File: src/design/dlf_pkg.sv
// dlf_pkg: shared types and constants of the dense layer forward unit
// beat payload structs, command codes, sequencer states, register indexes
// no dependencies
package dlf_pkg;

    localparam int DEF_MAX_INPUTS  = 16;
    localparam int DEF_MAX_OUTPUTS = 16;

    localparam int CFG_W   = 5;
    localparam int VALUE_W = 16;
    localparam int SUM_W   = 32;

    // configuration register indexes, word aligned on paddr[2]
    localparam logic REG_INPUTS  = 1'b0;
    localparam logic REG_OUTPUTS = 1'b1;

    typedef enum logic [1:0] {
        CMD_WEIGHT  = 2'd0,
        CMD_BIAS    = 2'd1,
        CMD_INPUT   = 2'd2,
        CMD_COMPUTE = 2'd3
    } dlf_cmd_t;

    typedef struct packed {
        dlf_cmd_t                   command;
        logic [3:0]                 out_node;
        logic [3:0]                 in_node;
        logic signed [VALUE_W-1:0]  value;
    } dlf_in_t;

    typedef struct packed {
        logic [3:0]                 node_index;
        logic signed [SUM_W-1:0]    weighted_sum;
        logic                       last;
    } dlf_out_t;

    // tag that travels with one store read through the mac pipeline
    typedef struct packed {
        logic vld;
        logic first;   // bias beat, restarts the accumulator
        logic last;    // closes the node
    } dlf_beat_t;

    typedef enum logic [2:0] {
        ST_IDLE,
        ST_WAIT,
        ST_BIAS,
        ST_MAC,
        ST_DRAIN
    } dlf_state_t;

endpackage

File: src/design/dlf_mac.sv
// dlf_mac: multiply, accumulate and saturate pipeline behind the store reads
// depends on dlf_pkg
module dlf_mac #(
    parameter int MAX_INPUTS = dlf_pkg::DEF_MAX_INPUTS
) (
    input  logic                                  aclk,
    input  logic                                  aresetn,
    input  dlf_pkg::dlf_beat_t                    issue,
    input  logic signed [dlf_pkg::VALUE_W-1:0]    weight_q,
    input  logic signed [dlf_pkg::VALUE_W-1:0]    input_q,
    input  logic signed [dlf_pkg::VALUE_W-1:0]    bias_q,
    output logic                                  res_vld,
    output logic signed [dlf_pkg::SUM_W-1:0]      res_sum
);
    import dlf_pkg::*;

    // room for MAX_INPUTS full scale products plus the scaled bias
    localparam int ACC_W = SUM_W + 1 + $clog2(MAX_INPUTS + 1);

    localparam logic signed [ACC_W-1:0] SAT_HI = ACC_W'(33'sh0_7FFF_FFFF);
    localparam logic signed [ACC_W-1:0] SAT_LO = ACC_W'(-33'sh0_8000_0000);

    dlf_beat_t                 rd_tag_reg;
    dlf_beat_t                 p_tag_reg;
    logic signed [SUM_W-1:0]   prod_reg;
    logic                      a_last_reg;
    logic signed [ACC_W-1:0]   acc_reg;
    logic signed [ACC_W-1:0]   acc_next;
    logic                      res_vld_reg;
    logic signed [SUM_W-1:0]   res_sum_reg;
    logic signed [SUM_W-1:0]   sat_val;

    // tags: memory data shows up in the cycle after the read
    always_ff @(posedge aclk) begin
        if (!aresetn) begin
            rd_tag_reg  <= '0;
            p_tag_reg   <= '0;
            a_last_reg  <= 1'b0;
            res_vld_reg <= 1'b0;
        end else begin
            rd_tag_reg  <= issue;
            p_tag_reg   <= rd_tag_reg;
            a_last_reg  <= p_tag_reg.vld && p_tag_reg.last;
            res_vld_reg <= a_last_reg;
        end
    end

    // product stage: bias beat turns Q8.8 bias into Q16.16
    always_ff @(posedge aclk) begin
        if (rd_tag_reg.first) begin
            prod_reg <= {{8{bias_q[VALUE_W-1]}}, bias_q, 8'h00};
        end else begin
            prod_reg <= input_q * weight_q;
        end
    end

    always_comb begin
        if (p_tag_reg.first) begin
            acc_next = ACC_W'(prod_reg);
        end else begin
            acc_next = acc_reg + ACC_W'(prod_reg);
        end
    end

    always_ff @(posedge aclk) begin
        if (p_tag_reg.vld) begin
            acc_reg <= acc_next;
        end
    end

    always_comb begin
        if (acc_reg > SAT_HI) begin
            sat_val = 32'sh7FFF_FFFF;
        end else if (acc_reg < SAT_LO) begin
            sat_val = -32'sh8000_0000;
        end else begin
            sat_val = SUM_W'(acc_reg);
        end
    end

    always_ff @(posedge aclk) begin
        if (a_last_reg) begin
            res_sum_reg <= sat_val;
        end
    end

    assign res_vld = res_vld_reg;
    assign res_sum = res_sum_reg;

endmodule

File: config.mk
export PLATFORM = sky130hd
export DESIGN_NAME = dlf_mac
export DESIGN_NICKNAME = d
export VERILOG_FILES = /design/src/design/dlf_pkg.sv /design/src/design/dlf_mac.sv
export SDC_FILE = /design/constraint.sdc
export NUM_CORES = 1
export LEC_CHECK = 0
export ABC_AREA = 1
export BUFFER_PORTS_ARGS = -buffer_cell sky130_fd_sc_hd__buf_4
export CAP_MARGIN = 20
export CORE_MARGIN = 10
export CORE_UTILIZATION = 40
export DETAILED_ROUTE_END_ITERATION = 8
export GPL_ROUTABILITY_DRIVEN = 0
export PLACE_DENSITY = 0.59
export SYNTH_ARGS = -nofsm -noshare
export SYNTH_HDL_FRONTEND = slang
export SYNTH_SLANG_ARGS = --single-unit
File: constraint.sdc
create_clock -name aclk -period 18.06 [get_ports aclk]
set_input_delay 2.709 -clock aclk [delete_from_list [all_inputs] [get_ports aclk]]
set_output_delay 2.709 -clock aclk [all_outputs]
set_load 0.01 [all_outputs]
# Yosys cells after proc, flatten, opt, wreduce, memory -nomap -nowiden
# Index checks and enable logic that the tools add are counted.
# classes
n_addsub	1
n_mul	1
order_cmp	2
n_mux	3
reduce_logical	1
# ops
cell	n
two-way mux 32 bit	2
adder 38 x 32 -> 38 bit	1
> comparator 38 x 32 -> 1 bit (second input constant)	1
less-than comparator 38 x 32 -> 1 bit (second input constant)	1
two-way mux 38 bit	1
multiplier 16 x 16 -> 32 bit	1
logical AND 1 bit	1
# word_totals
regBits	110
in_bits	53
output_inout_bits	33
word_cells	20

# Logic depth before layout (Yosys ltp)
# depth
ltp_word	2
ltp_mapped	28
ltp_nobuf	26

# Worst setup path after synthesis
# Ideal clock, no wire load.
# synth_timing
path_type	input-to-reg
startpoint	input port input_q[7] (netlist name)
endpoint	register prod_reg[31]
setup_ns	0.121
arrival_ns	7.794
required_ns	17.939
slack_ns	10.145
cell_stages	24
path_buffers	2
path_cell_list	clkbuf_1 clkbuf_1 nand2_1 fa_1 inv_1 fa_1 inv_1 fa_1 inv_1 fa_1 fa_1 inv_1 fa_1 inv_1 ha_1 a21o_1 a21oi_1 nand3_1 nand2_1 inv_1 nor2_1 nand2_1 nand3_1 nand2_1
# synth_via
elab_chain_cells	2
# synth_lines
element	line_no	rtl
start, declared	dlf_mac.sv:10	input logic signed [dlf_pkg::VALUE_W-1:0] input_q,
multiplier 16 x 16 -> 32 bit	dlf_mac.sv:53	prod_reg <= input_q * weight_q;
two-way mux 32 bit	dlf_mac.sv:50	if (rd_tag_reg.first) begin
end signal, assigned	dlf_mac.sv:51	prod_reg <= {{8{bias_q[VALUE_W-1]}}, bias_q, 8'h00};
end signal, assigned	dlf_mac.sv:53	
end, declared	dlf_mac.sv:25	logic signed [SUM_W-1:0] prod_reg;
# No other way between the ends.
# A chain may end at the register's enable or synchronous reset.

# Worst setup path after layout
# layout_timing
startpoint	input port weight_q[1] (netlist name)
endpoint	register prod_reg[23]
# layout_via
elab_chain_cells	2
# layout_lines
element	line_no	rtl
start, declared	dlf_mac.sv:9	input logic signed [dlf_pkg::VALUE_W-1:0] weight_q,
multiplier 16 x 16 -> 32 bit	dlf_mac.sv:53	
two-way mux 32 bit	dlf_mac.sv:50	
# No other way between the ends.

==> results.cfg <==
[grt]
grt_pass1_vias = 15500
grt_overflow = 0
track_usage_pct = 18.2
grt_max_degree = 41
grt_first_pass_wirelength_microns = 78400
antenna_found_initial = 0

[clock_network]
cts_buffer_depth = 2
cts.sinks = 110
cts_setup_buffers = 0
cts-resized-gates = 0
cts_hold_buf = 0
cts_root_buffer = clkbuf_16
cts_tree = built
htreeDepth = 3
cts.clk_slew.worst_paths_ns = 0.08
cts_inserted_buffers = 9
clock_latency_ns = 0.37

[sta]
skew_ns = 0.0166
slew_violations = 0
finalSetupViolations = 0
hold_violations = 0
min_period_ns = 7.98
worstMarginPinSlew_ns = 1.05
slew_headroom_pct = 30.3
rsz0062_at_grt = false
fmax_mhz = 125
tns_ns = 0
min_period_over_period_pct = 44.2

[layout]
drive_gt1_share_pct = 5.99
antenna_cells = 0
fin_cells = 3024
fin_nets = 2869
largest_reg_flops = 38
areaGrowthSynthToFinish_pct = 8.14
fill_cells = 4537

[yosys]
synth_edf_count = 70
ys_warn_count = 0
synth_flop_cell = edfxtp_1
yosys.area.top_type_share_pct = 29.9
yosys.area.top_type = fa_1
yosys.cell_types.count = 41
seq_area_frac_synth_pct = 16.5
synth_cells = 2409
synthTopCellsByArea = fa_1 (30%), nand2_1 (16%), inv_1 (13%), edfxtp_1 (12%), ha_1 (8.4%)
syn_area_sq_um = 17600
postSynth.asyncResetShare_pct = 0
syn_area_per_cell_sq_um = 7.32
syn_nets = 2844
ys_ff_latch = 110

[floorplan]
io_pins = 86
core_area_sq_um = 43400
dieArea_sq_um = 52900
die-height_microns = 230
fp.dieW_microns = 230
initial_core_util_pct = 40.7
rows = 76

[worst_setup_path]
slowest_stage = fa_1
worst-endpoint-required_ns = 18.29
cp-end-kind = flip-flop
startpoint_type = primary input
max_stage_delay_ns = 0.91
path_cells = buf_4 > nand2_1 > inv_1 > fa_1 > fa_1 > fa_1 > fa_1 > fa_1 > inv_1 > fa_1 > inv_1 > ha_1 > nand2_1 > inv_1 > nand2_1 > nor2_1 > nand4_1 > nand3b_1 > nand2_1 > nand2_1 > o21ai_0
crit_type = in -> reg
crit_fanout = 16
arrival_ns = 8.20
critPathMostFrequentCell = fa_1

[drt]
route.vias.total = 14600
antenna_left = 0
remaining_drc_errors = 0
first_pass_iters = 5
drt_iter0_drc = 996
postRouteWirelength_microns = 46600
routed_via_density = 4.84
detail_route.wl_per_cell_microns = 15.4

[flow_run]
maxCapViolCount = 0

[placed_design]
dpl.hpwl_microns = 39100
io_buffers = 85
place_inst = 3008

[status]
status = complete, no violations

[min_path]
holdCritPathClass = reg -> reg
-- cells in the mapped netlist (all sizes together) (23+ instances only) --
cell    count
dfxtp      40
clkbuf     72
o21ai      31
nor2      130
edfxtp     70
a21oi      97
nand2     737
fa        263
inv       628
nand3      98
nand4      23
ha        119
-- critical path, delay by kind of cell --
kind                     cells  cell delay (ns)
AO/OA/AOI/OAI                1             0.12
adder cells (fa/ha/maj)      7             3.93
buffers and inverters        5             0.44
AND/OR/NAND/NOR              8             0.99
-- logic make-up after synthesis --
| kind of cell | synth area share (%) |
|---|---|
| AO/OA/AOI/OAI | 5.00 |
| XOR/XNOR | 0.993 |
| adder cells (fa/ha/maj) | 38.3 |
| buffers and inverters | 15.0 |
| flip-flops | 16.5 |
| AND/OR/NAND/NOR | 24.2 |
-- path summary, 6_finish.rpt --
| kind | startpoint | end | slack [ns] | depth (start not counted) |
|---|---|---|---|---|
| worst max-delay path | weight_q[1] | prod_reg[23] | 10.08 | 21 |
| worst min-delay path | rd_tag_reg[2] | p_tag_reg[2] | 0.41 | 2 |
| worst max register to register | acc_reg[19] | acc_reg[29] | 15.53 | 11 |
| worst min register to register | rd_tag_reg[2] | p_tag_reg[2] | 0.41 | 2 |
-- cell type report --
type	instances	area, sq um	area share, %
multi-input combinational	1593	12100	63.4
inverter	629	2360	12.4
clock inverter	6	63.8	0.335
clock buffer	10	229	1.20
timing repair buffer	91	683	3.58
sequential	110	2900	15.2
tap	585	732	3.84
-- metal layers --
layer | vias to the layer above | share of wire (%) | GRT usage (%)
met5 | - | 0 | 0
met4 | 0 | 2.8 | 5.39
met3 | 79 | 5.3 | 2.12
met2 | 381 | 49 | 32.0
met1 | 7041 | 43 | 22.9
li1 | 7139 | - | -
-- per-stage QoR --
stage | util [%] | instance area, sq um | setup slack, ns | hold slack (ns)
after floorplan | - | 17600 | 10.15 | 0.390
after global placement | 43.3 | 18800 | 9.80 | 0.399
after detailed placement | 43.3 | 18800 | 9.70 | 0.403
after CTS | 44.0 | 19100 | 10.06 | 0.416
after global routing | 44.0 | 19100 | 9.79 | 0.442
final | 44.0 | 19100 | 10.08 | 0.414
-- cell usage in the layout (no fill, tap or decap), types with 8 or more instances in the layout --
cell         n
ha_1       119
fa_1       263
nand2_1    733
nand3_1     93
nor3_1      10
o21ai_0     23
a21oi_1     92
xnor2_1     13
or2_2       11
nand4_1     23
nor2_1     127
edfxtp_1    70
inv_1      626
buf_4       91
clkbuf_16    9
nand3b_1    14
or2_1        8
o21bai_1    13
dfxtp_1     39
Power is not shown: default switching activity piles up to over one toggle a cycle in this logic, so the estimate is an artifact.
