===== src/design/dlf_pkg.sv =====
// dlf_pkg: shared types and constants of the dense layer forward unit
// beat payload structs, command codes, sequencer states, register indexes
// no dependencies
package dlf_pkg;

    localparam int DEF_MAX_INPUTS  = 16;
    localparam int DEF_MAX_OUTPUTS = 16;

    localparam int CFG_W   = 5;
    localparam int VALUE_W = 16;
    localparam int SUM_W   = 32;

    // configuration register indexes, word aligned on paddr[2]
    localparam logic REG_INPUTS  = 1'b0;
    localparam logic REG_OUTPUTS = 1'b1;

    typedef enum logic [1:0] {
        CMD_WEIGHT  = 2'd0,
        CMD_BIAS    = 2'd1,
        CMD_INPUT   = 2'd2,
        CMD_COMPUTE = 2'd3
    } dlf_cmd_t;

    typedef struct packed {
        dlf_cmd_t                   command;
        logic [3:0]                 out_node;
        logic [3:0]                 in_node;
        logic signed [VALUE_W-1:0]  value;
    } dlf_in_t;

    typedef struct packed {
        logic [3:0]                 node_index;
        logic signed [SUM_W-1:0]    weighted_sum;
        logic                       last;
    } dlf_out_t;

    // tag that travels with one store read through the mac pipeline
    typedef struct packed {
        logic vld;
        logic first;   // bias beat, restarts the accumulator
        logic last;    // closes the node
    } dlf_beat_t;

    typedef enum logic [2:0] {
        ST_IDLE,
        ST_WAIT,
        ST_BIAS,
        ST_MAC,
        ST_DRAIN
    } dlf_state_t;

endpackage


===== src/design/dlf_store.sv =====
// dlf_store: weight, bias and input memories with registered reads
// depends on dlf_pkg
module dlf_store #(
    parameter int MAX_INPUTS  = dlf_pkg::DEF_MAX_INPUTS,
    parameter int MAX_OUTPUTS = dlf_pkg::DEF_MAX_OUTPUTS,
    localparam int IDX_I_W = (MAX_INPUTS  > 1) ? $clog2(MAX_INPUTS)  : 1,
    localparam int IDX_O_W = (MAX_OUTPUTS > 1) ? $clog2(MAX_OUTPUTS) : 1
) (
    input  logic                                  aclk,
    input  logic                                  ld_en,
    input  dlf_pkg::dlf_in_t                      ld_item,
    input  logic                                  rd_en,
    input  logic [IDX_O_W-1:0]                    rd_node,
    input  logic [IDX_I_W-1:0]                    rd_in,
    output logic signed [dlf_pkg::VALUE_W-1:0]    weight_q,
    output logic signed [dlf_pkg::VALUE_W-1:0]    input_q,
    output logic signed [dlf_pkg::VALUE_W-1:0]    bias_q
);
    import dlf_pkg::*;

    localparam int I_DEPTH = 2 ** IDX_I_W;
    localparam int O_DEPTH = 2 ** IDX_O_W;
    localparam int W_DEPTH = O_DEPTH * I_DEPTH;

    logic [VALUE_W-1:0] wmem [W_DEPTH];
    logic [VALUE_W-1:0] bmem [O_DEPTH];
    logic [VALUE_W-1:0] imem [I_DEPTH];

    logic                 out_ok;
    logic                 in_ok;
    logic [IDX_O_W-1:0]   wr_node;
    logic [IDX_I_W-1:0]   wr_in;

    assign out_ok  = 32'(ld_item.out_node) < 32'(MAX_OUTPUTS);
    assign in_ok   = 32'(ld_item.in_node)  < 32'(MAX_INPUTS);
    assign wr_node = IDX_O_W'(ld_item.out_node);
    assign wr_in   = IDX_I_W'(ld_item.in_node);

    always_ff @(posedge aclk) begin
        if (ld_en && ld_item.command == CMD_WEIGHT && out_ok && in_ok) begin
            wmem[{wr_node, wr_in}] <= ld_item.value;
        end
        if (rd_en) begin
            weight_q <= wmem[{rd_node, rd_in}];
        end
    end

    always_ff @(posedge aclk) begin
        if (ld_en && ld_item.command == CMD_BIAS && out_ok) begin
            bmem[wr_node] <= ld_item.value;
        end
        if (rd_en) begin
            bias_q <= bmem[rd_node];
        end
    end

    always_ff @(posedge aclk) begin
        if (ld_en && ld_item.command == CMD_INPUT && in_ok) begin
            imem[wr_in] <= ld_item.value;
        end
        if (rd_en) begin
            input_q <= imem[rd_in];
        end
    end

endmodule


===== config.mk =====
export PLATFORM = sky130hd
export DESIGN_NAME = dlf_store
export DESIGN_NICKNAME = d
export VERILOG_FILES = /design/src/design/dlf_pkg.sv /design/src/design/dlf_store.sv
export SDC_FILE = /design/constraint.sdc
export NUM_CORES = 2
export LEC_CHECK = 0
export BUFFER_PORTS_ARGS = -buffer_cell sky130_fd_sc_hd__buf_2
export CORE_ASPECT_RATIO = 1.2
export CORE_MARGIN = 5
export CORE_UTILIZATION = 30
export DETAILED_ROUTE_END_ITERATION = 7
export PLACE_DENSITY = 0.42
export SETUP_SLACK_MARGIN = 0.2
export SLEW_MARGIN = 5
export SYNTH_ARGS = -nofsm -noshare
export SYNTH_HDL_FRONTEND = slang
export SYNTH_MEMORY_MAX_BITS = 65536
export SYNTH_SLANG_ARGS = --single-unit

===== constraint.sdc =====
create_clock -name aclk -period 3.1 [get_ports aclk]
set_clock_uncertainty 0.2 [all_clocks]
set_input_delay 0.465 -clock aclk [delete_from_list [all_inputs] [get_ports aclk]]
set_output_delay 0.465 -clock aclk [all_outputs]
set_load 0.01 [all_outputs]

-- After elaboration in Yosys (flattened, before gate mapping)
Memories as Yosys holds them, arrays and structs flattened. A register that Yosys moved wholly into a read port is not among the register bits.
Cells that the tools add are included.
W data, S select, Z words.
- register bits after elaboration: 0
- bits in latches: 0
- memory bits (writable): 4608
- memory bits (read-only): 0
- output and inout bits: 48
- memories kept: 3
- $add $sub $neg: 0
- multipliers: 0
- divide/modulo/power cells: 0
- magnitude comparators: 0
- equality and inequality tests: 2
- shift operators: 0
- muxes and demuxes: 6
- bitwise gates (word level): 0
- reductions and logical operators: 4
- memories (name ; depth ; bits a word ; rd ports ; clocked after Yosys merged registers in ; wr ports ; line ; text):
    wmem ; 256 ; 16 ; 1 ; 1 ; 1 ; dlf_store.sv:25 ; logic [VALUE_W-1:0] wmem [W_DEPTH];
    bmem ; 16 ; 16 ; 1 ; 1 ; 1 ; dlf_store.sv:26 ; logic [VALUE_W-1:0] bmem [O_DEPTH];
    imem ; 16 ; 16 ; 1 ; 1 ; 1 ; dlf_store.sv:27 ; logic [VALUE_W-1:0] imem [I_DEPTH];
- operator list (operator ; count):
    $mux W1 ; 6
    $logic_and A1 B1 Y1 ; 3
    $eq A2 B1 Y1 const B ; 1
    $eq A2 B2 Y1 const B ; 1
    $logic_not A2 Y1 ; 1

-- Longest topological paths before layout
- depth in word-level cells: 4
- gate-level depth with buffers: 13
- depth with buffers taken out: 7

-- Worst setup path after synthesis
OpenSTA, ideal clock, no wires.
- path type: input port to flip-flop
- start point: input ld_item[25] (netlist name)
- end point: memory wmem[115][0] (enable)
- arrival time: 2538 ps
- data required time: 2512 ps
- path slack: -26 ps
- stages on the path: 6
- buffers on the path: 2
- path through: or3b_2 > clkbuf_1 > nor3_1 > nand3_1 > clkbuf_1 > nor2_1
- word-level cells in the longest chain between the ends: 4
- ends and longest elaborated chain (what ; line ; text):
    from (decl) ; dlf_store.sv:11 ; input dlf_pkg::dlf_in_t ld_item,
    $logic_not A2 Y1 ; dlf_store.sv:40 ; if (ld_en && ld_item.command == CMD_WEIGHT && out_ok && in_ok) begin
    $logic_and A1 B1 Y1 ; dlf_store.sv:40 ;
    $mux W1 ; dlf_store.sv:40 ;
    $mux W1 (implied by the code) ; dlf_store.sv:41 ; wmem[{wr_node, wr_in}] <= ld_item.value;
    to (decl) ; dlf_store.sv:25 ;
Every way passes these cells.

==> metrics <==
outcome=finished, violations left; chip width=718 microns; register area share after synthesis=77.6%; RSZ-0062 raised after global routing=yes; type of the most critical hold path=input port to flop; top_reg_cell synth=edfxtp_1; crit share post-route=102%; CTS Sinks=4,656; iteration-0 DRC count of the detailed router=8,065; H-tree depth=5; PD cells=about 600 mW/mm^2; Routed Antenna Nets=0; Hold Slack=0.110 ns; via density per instance=5.02; reg-to-reg endpoint=weight_q[11]; number of global-route vias before repair=95,660; met3 usage=2.10%; CTS root buf=clkbuf_16; max_cap viols=0; pre-CTS setup slack=-2.33 ns; asr flop ratio synth=0%; CP max stage delay=a little over 0.6 ns; die height=approximately 860 microns; fin util=36.6%; CP required=approximately 3.8 ns; TritonRoute pass-1 iters=5; register area=0.140 sq mm; clock slew at reported path FFs=0.06 ns; YS warnings=0; area of the multi-input gates=around 0.038 sq mm; Worst Slack Setup Final=-0.0577 ns; crit-path cells=mux2i_1, o221ai_1, buf_4, nor3_4, buf_6, a2111oi_4, nand3_4, buf_6, nor3b_4, buf_4, and4_1; Final Max Slew Viols=0; Netlist cell types=68; GR peak layer=met2; Peak Freq=0.317 GHz; leakage=around 70 nW; detailed-route DRC error count=0; DP HPWL=372,000 microns; Crit-path slowest cell=a2111oi_4; CP endpoint kind=flop; Worst Hold End=wmem[50][14]; share of layout cells above drive strength 1=34.0%; die area=0.616 sq mm; post-synthesis instance total=8,209; reg2reg path depth=11; Final setup viols=1; CTS tree=built; first-pass GRT wire length=804,000 microns; Nets=9,805; worst r2r src=wmem[122][11]; total gr overflow=0; Worst-Margin Slew=~1.2 ns; post-DR wirelength/cell=around 32 microns; fillcell total=55,345; Starting Density=between 30 and 40%; Critical Path AT=3.87 ns; met2 usage=33.0%; Slew headroom=22.8%; worst hold start=ld_item[14]; synthesized flop and latch total=4,656; crit start category=flop; Crit Path Category=flop to flop; core footprint=0.600 sq mm; largest net degree at the start of global routing=149; clock latency on the worst-skew pair=1.07 ns; worst hold path depth=2; critical-path maximum fanout=2; CTS max path bufs=4; Post-Syn Nets=between 8,000 and 9,000; CTS buffer count=476; Area growth syn-to-layout=21.9%; Final Hold Viols=0; grt met1 use=24.4%; All-Layer GR Usage=18.7%; netlist area before placement=roughly 0.18 sq mm; Cell Count, Final, Fillers Out=~18,000; most common cell after layout, fill and taps aside=edfxtp_1; Mean Syn Cell Area=between 20 and 25 sq um; Post-synth EDFFs=4,656; Cells after DPL=17,259; VDD IR max=0.508 mV; commonest cells after routing, fill and taps aside=edfxtp_1 (4,656), buf_4 (1,055), mux4_2 (975); Vias=91,323; Tmin final=3.16 ns; routability congestion estimate=0.828; num ports=85; violated checks=setup timing; initial antenna violation count=42; reg-to-reg setup timing slack=-0.06 ns; Setup TNS=-0.0577 ns; WL final=around 600,000 microns; number of port buffers=84; row count=312
Yosys cell counts, types with 12 or more instances:
library cell  number  area share [%]
edfxtp_1        4656              78
nor2_1           334            0.70
a21oi_1          118            0.33
buf_1             39           0.081
o21ai_0           63            0.17
nor2b_1           13           0.045
o311ai_0          13           0.063
nor3_1           128            0.36
nand2_1          186            0.39
nand2b_1          13           0.045
mux4_2           973              12
buf_4             27            0.11
a221oi_1          15           0.073
mux4_1            44            0.64
buf_12            14            0.16
buf_2            104            0.29
mux2i_1          521             2.9
a22oi_1           32            0.13
o22ai_1          159            0.55
or3_1             12           0.042
buf_8             58            0.48
clkbuf_1         186            0.39
a211oi_1          29            0.12
mux2_2            26            0.16
nand3_1           60            0.17
buf_6             58            0.36
o221ai_1         169            0.82
a22o_1            12           0.058
how the worst max path moves through the flow:
stage | startpoint | end | slack [ns]
after CTS | wmem[122][11] | weight_q[11] | -0.16
after detailed placement | rd_in[0] | weight_q[11] | -2.33
after floorplan | ld_item[25] | wmem[115][0] | -0.03
final | wmem[122][11] | weight_q[11] | -0.06
after global routing | wmem[122][11] | weight_q[11] | -0.05
after global placement | rd_in[0] | weight_q[11] | -2.30
cell families after synthesis:
kind of cell | Yosys count | synth area share [%]
flops | 4656 | 77.6
compound gates | 670 | 2.62
simple gates | 818 | 2.05
mux | 1564 | 15.9
buf+inv | 501 | 1.91
report_power, final:
part / internal [mW] / total (mW) / switching [mW]
clock network: 30.8 / 55.3 / 24.5
registers: 69.4 / 69.6 / 0.140
logic: 3.17 / 8.03 / 4.87
worst max-delay path: cells and delay by family, from the launching register on:
kind | cells | cell delay, ns
muxes | 1 | 0.07
and+or+nand+nor | 4 | 0.86
AOI/OAI and AO/OA | 2 | 0.82
DFF | 1 | 0.33
buffers and inverters | 4 | 0.72
state kept, by name, summed over array words and instances (netlist names):
register and cells:
wmem 4096, bias_q 16, imem 256, weight_q 16
bmem 256, input_q 16
through the flow:
| stage | cell area (sq um) | power [mW] |
|---|---|---|
| floorplan | 180000 | 74.2 |
| global placement | 204000 | 78.9 |
| detailed placement | 204000 | 79.0 |
| CTS | 219000 | 134 |
| global route | 220000 | 137 |
| finish | 220000 | 133 |
layout make-up:
type                    count  share of cell area (%)
well taps                8007                    4.56
repair buffers           1573                    7.72
inverters                   9                  0.0216
diodes                     28                  0.0319
clock buffers             590                    5.67
multi-input cells        3052                    17.3
flip-flops and latches   4656                    63.6
clock inverters           286                    1.07
repair_timing:
| action | 4_1_cts | 5_1_grt |
|---|---|---|
| endpoints found under the setup margin | 17 | 11 |
| hold buffers | 29 | 0 |
| gates cloned | 0 | 0 |
| setup buffers | 1 | 8 |
| resized for setup | 74 | 24 |
| endpoints found under the hold margin | 2456 | 0 |
| pin swaps | 17 | 13 |
per-layer routing:
layer  routed length (microns)  vias up  part of all wire (%)
li1                          -    38087                     -
met1                    244000    50175                    42
met2                    302000     2400                    52
met3                     24100      653                   4.1
met4                     16100        8                   2.7
met5                        55        -                0.0094
Note: power is estimated with default switching activity, not from simulation.
